==> src/rtl/core/bundle_block_crc_check_top_assert.svh <==
// ----------------------------------------------------------------------------
// bundle_block_crc_check_top_assert.svh
// Assertion macros shared by the CRC check RTL.
// ----------------------------------------------------------------------------
`ifndef BUNDLE_BLOCK_CRC_CHECK_TOP_ASSERT_SVH
`define BUNDLE_BLOCK_CRC_CHECK_TOP_ASSERT_SVH

// Same-cycle implication, clocked on clock, quiet during reset.
`define BBCC_ASSERT_IMP(label, ante, cons, msg) \
   label: assert property (@(posedge clock) disable iff (reset) (ante) |-> (cons)) \
      else $error(msg);

// Next-cycle implication, clocked on clock, quiet during reset.
`define BBCC_ASSERT_NXT(label, ante, cons, msg) \
   label: assert property (@(posedge clock) disable iff (reset) (ante) |=> (cons)) \
      else $error(msg);

`endif

==> src/rtl/core/bbcc_pkg.sv <==
// ----------------------------------------------------------------------------
// bbcc_pkg
// Types, constants and CRC helpers for the block CRC field check.
// ----------------------------------------------------------------------------
`default_nettype none

package bbcc_pkg;

   // CRC kind codes of the configuration register
   localparam logic [1:0] KIND_X25    = 2'd1;
   localparam logic [1:0] KIND_CRC32C = 2'd2;

   // Reflected polynomials and accumulator preset
   localparam logic [15:0] POLY_X25_REFL    = 16'h8408;
   localparam logic [31:0] POLY_CRC32C_REFL = 32'h82F6_3B78;
   localparam logic [31:0] ACC_INIT         = 32'hFFFF_FFFF;

   // Tail delay line: newest four bytes, count saturates at four
   localparam int          TAIL_DEPTH = 4;
   localparam logic [2:0]  CNT_FULL   = 3'd4;
   localparam logic [1:0]  IDX_TOP    = 2'd3;

   // Snapshot of one finished block, walked through the fold stages
   typedef struct packed {
      logic [31:0]                      acc;
      logic [TAIL_DEPTH-1:0][7:0]       held;
      logic [2:0]                       cnt;
      logic [1:0]                       kind;
      logic [1:0]                       idx;
      logic [31:0]                      received;
   } fin_type;

   // Fold one byte into the accumulator with the given kind
   function automatic logic [31:0] crc_fold_byte(input logic [31:0] acc,
                                                 input logic [1:0]  kind,
                                                 input logic [7:0]  data);
      logic [31:0] a;
      logic [15:0] h;
      a = acc;
      h = acc[15:0];
      if (kind == KIND_X25) begin
         h = h ^ {8'h00, data};
         for (int i = 0; i < 8; i++) begin
            h = h[0] ? ((h >> 1) ^ POLY_X25_REFL) : (h >> 1);
         end
         a = {16'h0000, h};
      end else if (kind == KIND_CRC32C) begin
         a = a ^ {24'h000000, data};
         for (int i = 0; i < 8; i++) begin
            a = a[0] ? ((a >> 1) ^ POLY_CRC32C_REFL) : (a >> 1);
         end
      end
      return a;
   endfunction

   // Length of the embedded CRC field in bytes; zero means no check
   function automatic logic [2:0] field_len(input logic [1:0] kind);
      logic [2:0] len;
      len = 3'd0;
      if (kind == KIND_X25) begin
         len = 3'd2;
      end else if (kind == KIND_CRC32C) begin
         len = 3'd4;
      end
      return len;
   endfunction

endpackage

`default_nettype wire

==> src/rtl/core/bbcc_fold_stage.sv <==
// ----------------------------------------------------------------------------
// bbcc_fold_stage
// One registered finishing stage: folds the held byte at the snapshot's
// current index (zero inside the CRC field) and steps the index down.
// ----------------------------------------------------------------------------
`default_nettype none

module bbcc_fold_stage (
   input  wire logic             clock,
   input  wire logic             reset,
   input  wire logic             in_valid,
   input  wire bbcc_pkg::fin_type in_word,
   output logic                  in_ready,
   output logic                  out_valid,
   output bbcc_pkg::fin_type     out_word,
   input  wire logic             out_ready
);

   logic              valid_ff;
   logic              valid_in;
   bbcc_pkg::fin_type word_ff;
   bbcc_pkg::fin_type word_in;
   logic [2:0]        flen;
   logic [7:0]        tap;

   // stage moves when empty or when downstream takes its word
   assign in_ready  = !valid_ff || out_ready;
   assign out_valid = valid_ff;
   assign out_word  = word_ff;

   // fold the byte at idx if it belongs to the block; field bytes count as zero
   always_comb begin
      flen    = bbcc_pkg::field_len(in_word.kind);
      tap     = ({1'b0, in_word.idx} < flen) ? 8'h00 : in_word.held[in_word.idx];
      word_in = in_word;
      if ({1'b0, in_word.idx} < in_word.cnt) begin
         word_in.acc = bbcc_pkg::crc_fold_byte(in_word.acc, in_word.kind, tap);
      end
      word_in.idx = in_word.idx - 2'd1;
      valid_in    = in_ready ? in_valid : valid_ff;
   end

   always_ff @(posedge clock) begin
      if (reset) begin
         valid_ff <= 1'b0;
      end else begin
         valid_ff <= valid_in;
      end
   end

   always_ff @(posedge clock) begin
      if (in_ready && in_valid) begin
         word_ff <= word_in;
      end
   end

endmodule

`default_nettype wire

==> src/rtl/core/bundle_block_crc_check_top.sv <==
// Path: fold stage 0 loads at the edge that accepts the last byte of a block,
//   then the word passes three more fold stages and the result register in
//   order; back-pressure from rsp_tready can hold it in any of them.
// Throughput: one byte per cycle while fold stage 0 can take a word; the byte-wide
//   CRC update on the tail delay line and one byte fold per finishing stage set that figure.
// Reset (synchronous, active high): CRC kind none, accumulator all ones,
//   tail bytes and count zero, pipeline and result word empty.
`default_nettype none
// ----------------------------------------------------------------------------
// bundle_block_crc_check_top
// Checks the big-endian CRC field at the tail of a byte stream block
// (CRC-16/X-25 or CRC-32C) against the CRC computed with that field zeroed.
// ----------------------------------------------------------------------------

module bundle_block_crc_check_top (
   input  wire logic        clock,
   input  wire logic        reset,
   // configuration
   input  wire logic        csr_we,
   input  wire logic [1:0]  csr_wdata,     // crc_kind
   // byte stream in
   input  wire logic        req_tvalid,
   output logic             req_tready,
   input  wire logic [7:0]  req_tdata,     // [7:0] data_byte
   input  wire logic        req_tlast,     // last_byte
   // check result out
   output logic             rsp_tvalid,
   input  wire logic        rsp_tready,
   output logic [63:0]      rsp_tdata,     // [31:0] computed_crc, [63:32] received_crc
   output logic [1:0]       rsp_tuser      // [0] crc_ok, [1] too_short
);

   localparam int NUM_STAGES = 4;

   // block state
   logic [1:0]                          kind_ff;
   logic [31:0]                         acc_ff;
   logic [bbcc_pkg::TAIL_DEPTH-1:0][7:0] held_ff;
   logic [2:0]                          cnt_ff;

   logic [31:0]                         acc_step;
   logic [bbcc_pkg::TAIL_DEPTH-1:0][7:0] held_step;
   logic [2:0]                          cnt_step;
   logic                                req_accept;

   // finishing pipeline
   logic                                stg_valid [0:NUM_STAGES];
   logic                                stg_ready [0:NUM_STAGES];
   bbcc_pkg::fin_type                   stg_word  [0:NUM_STAGES];

   // result register
   logic                                rsp_valid_ff;
   logic                                rsp_valid_in;
   logic [63:0]                         rsp_data_ff;
   logic [63:0]                         rsp_data_in;
   logic [1:0]                          rsp_user_ff;
   logic [1:0]                          rsp_user_in;
   logic                                rsp_load;
   logic [2:0]                          fin_len;
   logic [31:0]                         fin_crc;

   // block state back at its preset
   logic                                blk_clear;

   assign req_accept = req_tvalid && req_tready;
   assign req_tready = stg_ready[0];

   // oldest held byte leaves the full delay line and is folded with the current kind
   always_comb begin
      acc_step  = (cnt_ff == bbcc_pkg::CNT_FULL) ?
                  bbcc_pkg::crc_fold_byte(acc_ff, kind_ff, held_ff[3]) : acc_ff;
      held_step = {held_ff[2:0], req_tdata};
      cnt_step  = (cnt_ff == bbcc_pkg::CNT_FULL) ? cnt_ff : cnt_ff + 3'd1;
   end

   // snapshot of the block on its last byte
   always_comb begin
      stg_valid[0]          = req_tvalid && req_tlast;
      stg_word[0].acc       = acc_step;
      stg_word[0].held      = held_step;
      stg_word[0].cnt       = cnt_step;
      stg_word[0].kind      = kind_ff;
      stg_word[0].idx       = bbcc_pkg::IDX_TOP;
      stg_word[0].received  = 32'h0;
      if (kind_ff == bbcc_pkg::KIND_X25) begin
         stg_word[0].received = {16'h0000, held_step[1], held_step[0]};
      end else if (kind_ff == bbcc_pkg::KIND_CRC32C) begin
         stg_word[0].received = held_step;
      end
   end

   // configuration register and block state
   always_ff @(posedge clock) begin
      if (reset) begin
         kind_ff <= 2'd0;
         acc_ff  <= bbcc_pkg::ACC_INIT;
         held_ff <= '0;
         cnt_ff  <= 3'd0;
      end else begin
         if (csr_we) begin
            kind_ff <= csr_wdata;
         end
         if (req_accept) begin
            if (req_tlast) begin
               acc_ff  <= bbcc_pkg::ACC_INIT;
               held_ff <= '0;
               cnt_ff  <= 3'd0;
            end else begin
               acc_ff  <= acc_step;
               held_ff <= held_step;
               cnt_ff  <= cnt_step;
            end
         end
      end
   end

   // fold stages: positions 3 down to 0 of the tail, one per stage
   for (genvar g = 0; g < NUM_STAGES; g++) begin : g_fold
      bbcc_fold_stage u_stage (
         .clock     (clock),
         .reset     (reset),
         .in_valid  (stg_valid[g]),
         .in_word   (stg_word[g]),
         .in_ready  (stg_ready[g]),
         .out_valid (stg_valid[g+1]),
         .out_word  (stg_word[g+1]),
         .out_ready (stg_ready[g+1])
      );
   end

   // finish, compare and build the result word
   always_comb begin
      fin_len     = bbcc_pkg::field_len(stg_word[NUM_STAGES].kind);
      fin_crc     = ~stg_word[NUM_STAGES].acc;
      if (stg_word[NUM_STAGES].kind == bbcc_pkg::KIND_X25) begin
         fin_crc = {16'h0000, ~stg_word[NUM_STAGES].acc[15:0]};
      end
      rsp_data_in = 64'h0;
      rsp_user_in = 2'b01;
      if (fin_len == 3'd0) begin
         rsp_user_in = 2'b01;
      end else if (stg_word[NUM_STAGES].cnt < fin_len) begin
         rsp_user_in = 2'b10;
      end else begin
         rsp_data_in = {stg_word[NUM_STAGES].received, fin_crc};
         rsp_user_in = {1'b0, fin_crc == stg_word[NUM_STAGES].received};
      end
   end

   assign stg_ready[NUM_STAGES] = !rsp_valid_ff || rsp_tready;
   assign rsp_load              = stg_ready[NUM_STAGES] && stg_valid[NUM_STAGES];
   assign rsp_valid_in          = stg_ready[NUM_STAGES] ? stg_valid[NUM_STAGES]
                                                        : rsp_valid_ff;

   always_ff @(posedge clock) begin
      if (reset) begin
         rsp_valid_ff <= 1'b0;
      end else begin
         rsp_valid_ff <= rsp_valid_in;
      end
   end

   always_ff @(posedge clock) begin
      if (rsp_load) begin
         rsp_data_ff <= rsp_data_in;
         rsp_user_ff <= rsp_user_in;
      end
   end

   assign rsp_tvalid = rsp_valid_ff;
   assign rsp_tdata  = rsp_data_ff;
   assign rsp_tuser  = rsp_user_ff;

   // checks
   assign blk_clear = (cnt_ff == 3'd0) && (acc_ff == bbcc_pkg::ACC_INIT);

`include "bundle_block_crc_check_top_assert.svh"

   `BBCC_ASSERT_IMP(a_short_not_ok, rsp_tvalid, !(rsp_tuser[1] && rsp_tuser[0]), "short ok")
   `BBCC_ASSERT_IMP(a_short_zero, rsp_tvalid && rsp_tuser[1], rsp_tdata == 64'h0, "short CRCs")
   `BBCC_ASSERT_NXT(a_clear_on_last, req_accept && req_tlast, blk_clear, "state kept")
   `BBCC_ASSERT_IMP(a_cnt_range, 1'b1, cnt_ff <= bbcc_pkg::CNT_FULL, "count past four")

endmodule

`default_nettype wire
==> config.mk <==
export PLATFORM = sky130hd
export DESIGN_NAME = bundle_block_crc_check_top
export DESIGN_NICKNAME = d
export VERILOG_FILES = /design/src/rtl/core/bbcc_pkg.sv /design/src/rtl/core/bbcc_fold_stage.sv /design/src/rtl/core/bundle_block_crc_check_top.sv
export VERILOG_INCLUDE_DIRS = /design/src /design/src/rtl/core
export SDC_FILE = /design/constraint.sdc
export NUM_CORES = 1
export LEC_CHECK = 0
export ABC_AREA = 0
export BUFFER_PORTS_ARGS = -buffer_cell sky130_fd_sc_hd__buf_4
export CAP_MARGIN = 40
export CELL_PAD_IN_SITES_DETAIL_PLACEMENT = 2
export CELL_PAD_IN_SITES_GLOBAL_PLACEMENT = 2
export CORE_UTILIZATION = 39
export CTS_CLUSTER_DIAMETER = 80
export CTS_CLUSTER_SIZE = 30
export DETAILED_ROUTE_END_ITERATION = 10
export GPL_TIMING_DRIVEN = 0
export MAX_ROUTING_LAYER = met4
export PLACE_DENSITY = 0.84
export SETUP_SLACK_MARGIN = 0.4
export SYNTH_ARGS = -nofsm -noshare
export SYNTH_HDL_FRONTEND = slang
export SYNTH_SLANG_ARGS = --single-unit
==> constraint.sdc <==
create_clock -name clock -period 8.8 [get_ports clock]
set_input_delay 1.76 -clock clock [delete_from_list [all_inputs] [get_ports clock]]
set_output_delay 1.76 -clock clock [all_outputs]
set_load 0.02 [all_outputs]
==> metrics <==
status=complete, no violations; syn_nets=2085; Post-DP HPWL=about 74000 microns; Final Slew Violations=0; share of layout cells above drive strength 1=0.09897; first-pass GRT wire length=141800 microns; Least-Margin Pin Slew=956.9 ps; CTS tree=built; YS warnings=0; R2R Path Start=g_fold[2].u_stage.out_word[35]; Mapped Avg Cell Area=11.55 sq um; Initial Util=0.3943; peak supply drop=0.0001460 V; CTS clk-pin slew, worst paths=110 ps; Tcrit/Tclk final=0.5898; Bufs and invs on worst path=6; worst-path fanout max=54; register area share after synthesis=0.5530; Synth Instances=a little over 2000; endpoints failing hold=0; Slowest-stage cell, CP=nor2b_1; grt total ovfl=0; ANT nets after route=0; Hold WS=413.7 ps; clock skew=around 50 ps; Clock Latency Late Sink=660 ps; most frequent cells in the layout=edfxtp_1, xnor2_1, nand2_1, nor2_1, xor2_1; Iter 0 DRT Violations=1409; Syn Std Cell Area=23800 sq um; Max Fclk=192.7 MHz; largest family of logic cells by synthesized area=XOR/XNOR gates; H-tree Lvls=1; Worst Setup SP=rsp_tready; min cycle time layout=5190 ps; xor and xnor area share after synthesis=0.2055; final core utilization=0.4463; CP top delay family=simple AND/OR/NAND/NOR gates; Max Buffers Root-to-Sink=3; Total Wirelength=roughly 98000 microns; Hold Startpoint=g_fold[2].u_stage.out_word[23]; EDFF count, synth=389; antenna violations before repair=0; gr usage total=0.3237; Async SR Flop Fraction=0; Power Dens Cells=roughly 190 nW/um^2; number of global-route vias before repair=19220; DRC=0; hold buffers post-CTS=0; die area=between 60000 and 70000 sq um; Post-CTS Setup Bufs=0; Synth Register Bits=463; final setup fails=0; Initial DRT Pass Iterations=6; pin count of the biggest net entering global routing=55; vias per cell=5.912; mux cell area share after synthesis=0.003365; Top Ports=84; crit-path cells=buf_4, nor2b_1, and3_1, nand3_1, and2_1, clkbuf_1, nand2_1, inv_4, buf_16, or2_2, clkbuf_1, clkbuf_1, a21oi_1; Area Overhead vs Synth=13.17%; worst min path class=flop to flop; die width=249.0 microns; vias=17770; simple-gate area share of the yosys netlist=0.09421; Final #Nets=2226; Critical Path Sink Type=flop; number of port buffers=between 80 and 90; Root Driver=clkbuf_16; total leakage power=0.009074 uW; cell count after placement=between 2000 and 3000; Row Count=90; Slew headroom=0.3575; delay of the slowest critical-path stage=~500 ps; Synth Flop Type=edfxtp_1; CTS Buf Count=28; Core Region=60360 sq um; Synth cell types=67; Die Y=249.0 microns; Critical Path Start Type=input pin; most common cell after layout, fill and taps aside=edfxtp_1; CTS sink cnt=463; Max Cap Violations=0; # resized after CTS=0; Setup TNS=0 ps; Non-Filler Instances=around 3000; Required @ worst endpoint=9350 ps; CP most frequent cell=clkbuf_1; Synth Area in Compound Gates=0.1167; Routed WL per cell=32.70 microns; Post-Synth Adder-Cell Area=0.004731; Worst EP arrival=5740 ps; critical path class=input pin to flop; RD Place Congestion=~1; RSZ-0062 raised after global routing=no
-- final timing paths --
check,endpoint,slack [ps],cells past startpoint
max,held_ff[11],3610,13
min,g_fold[3].u_stage.out_word[23],410,0
max reg2reg,g_fold[3].u_stage.out_word[87],3690,11
min reg2reg,g_fold[3].u_stage.out_word[23],410,0
-- sequential cells by signal (all words and copies together) (netlist names) --
| name | count |
|---|---|
| g_fold.u_stage.out_word | 323 |
| rsp_tdata | 64 |
| acc_ff | 32 |
| held_ff | 32 |
| g_fold.u_stage.out_valid | 4 |
| cnt_ff | 3 |
| kind_ff | 2 |
| rsp_tuser | 2 |
| rsp_tvalid | 1 |
-- layer usage --
| metal | track usage | share of wire | vias up | wire (microns) |
|---|---|---|---|---|
| met4 | 0.1912 | 0.072 | 0 | 7035 |
| met3 | 0.03636 | 0.045 | 293 | 4403 |
| li1 | - | - | 7549 | - |
| met5 | - | 0 | - | 0 |
| met2 | 0.5786 | 0.52 | 714 | 51250 |
| met1 | 0.3453 | 0.36 | 9214 | 35600 |
-- synthesized netlist by cell type (5+ instances only) --
| master | instances | area share |
|---|---|---|
| o211ai_1 | 30 | 0.0095 |
| xnor3_1 | 13 | 0.012 |
| xnor2_1 | 326 | 0.12 |
| o22ai_1 | 49 | 0.013 |
| xnor2_4 | 5 | 0.0058 |
| dfxtp_1 | 74 | 0.062 |
| a211oi_1 | 6 | 0.0019 |
| buf_2 | 9 | 0.0019 |
| a21oi_1 | 104 | 0.022 |
| clkbuf_1 | 84 | 0.013 |
| o21ai_0 | 116 | 0.024 |
| ha_1 | 9 | 0.0047 |
| a22o_1 | 10 | 0.0037 |
| o221ai_1 | 15 | 0.0055 |
| and2_1 | 51 | 0.013 |
| nor2b_1 | 27 | 0.0071 |
| inv_1 | 22 | 0.0035 |
| buf_6 | 5 | 0.0024 |
| a22oi_1 | 50 | 0.016 |
| xnor2_2 | 12 | 0.0082 |
| nand2b_1 | 8 | 0.0021 |
| o31ai_1 | 6 | 0.0019 |
| nand3_1 | 11 | 0.0023 |
| mux2i_1 | 8 | 0.0034 |
| a221oi_1 | 13 | 0.0048 |
| nand4_1 | 5 | 0.0013 |
| xor2_1 | 134 | 0.049 |
| edfxtp_1 | 389 | 0.49 |
| nor2_1 | 138 | 0.022 |
| a2bb2oi_1 | 7 | 0.0026 |
| nor4_1 | 5 | 0.0013 |
| nand2_1 | 252 | 0.040 |
-- logic make-up after synthesis --
group,Yosys count
simple gates,516
compound gates,436
mux,8
xor+xnor,501
buf+inv,127
flops,463
fa+ha+maj,9
-- metrics by stage --
| stage | total power, uW | area, sq um | setup slack [ps] |
|---|---|---|---|
| final | 5136 | 26940 | 3610 |
| after global routing | 5252 | 26930 | 3377 |
| after CTS | 5132 | 26930 | 3631 |
| after detailed placement | 3484 | 25820 | 3051 |
| after global placement | 3413 | 25390 | -764.4 |
| after floorplan | 3184 | 23800 | 1413 |
-- layout make-up --
type | instances | area, sq um
sequential | 463 | 13160
multi-input combinational | 1470 | 10140
antenna | 1 | 2.502
tap | 782 | 978.4
fill | 6090 | 33420
inverter | 24 | 92.59
buffer | 103 | 444.2
clock inverter | 23 | 391.6
clock buffer | 29 | 714.4
timing repair buffer | 111 | 1008
-- power breakdown --
group	leakage [uW]	switching, uW	total (uW)	internal, uW
clock	0.000531	962	1670	704
sequential	0.00418	58.2	2480	2430
combinational	0.00436	595	986	391
Note: power is estimated with default switching activity, not from simulation.
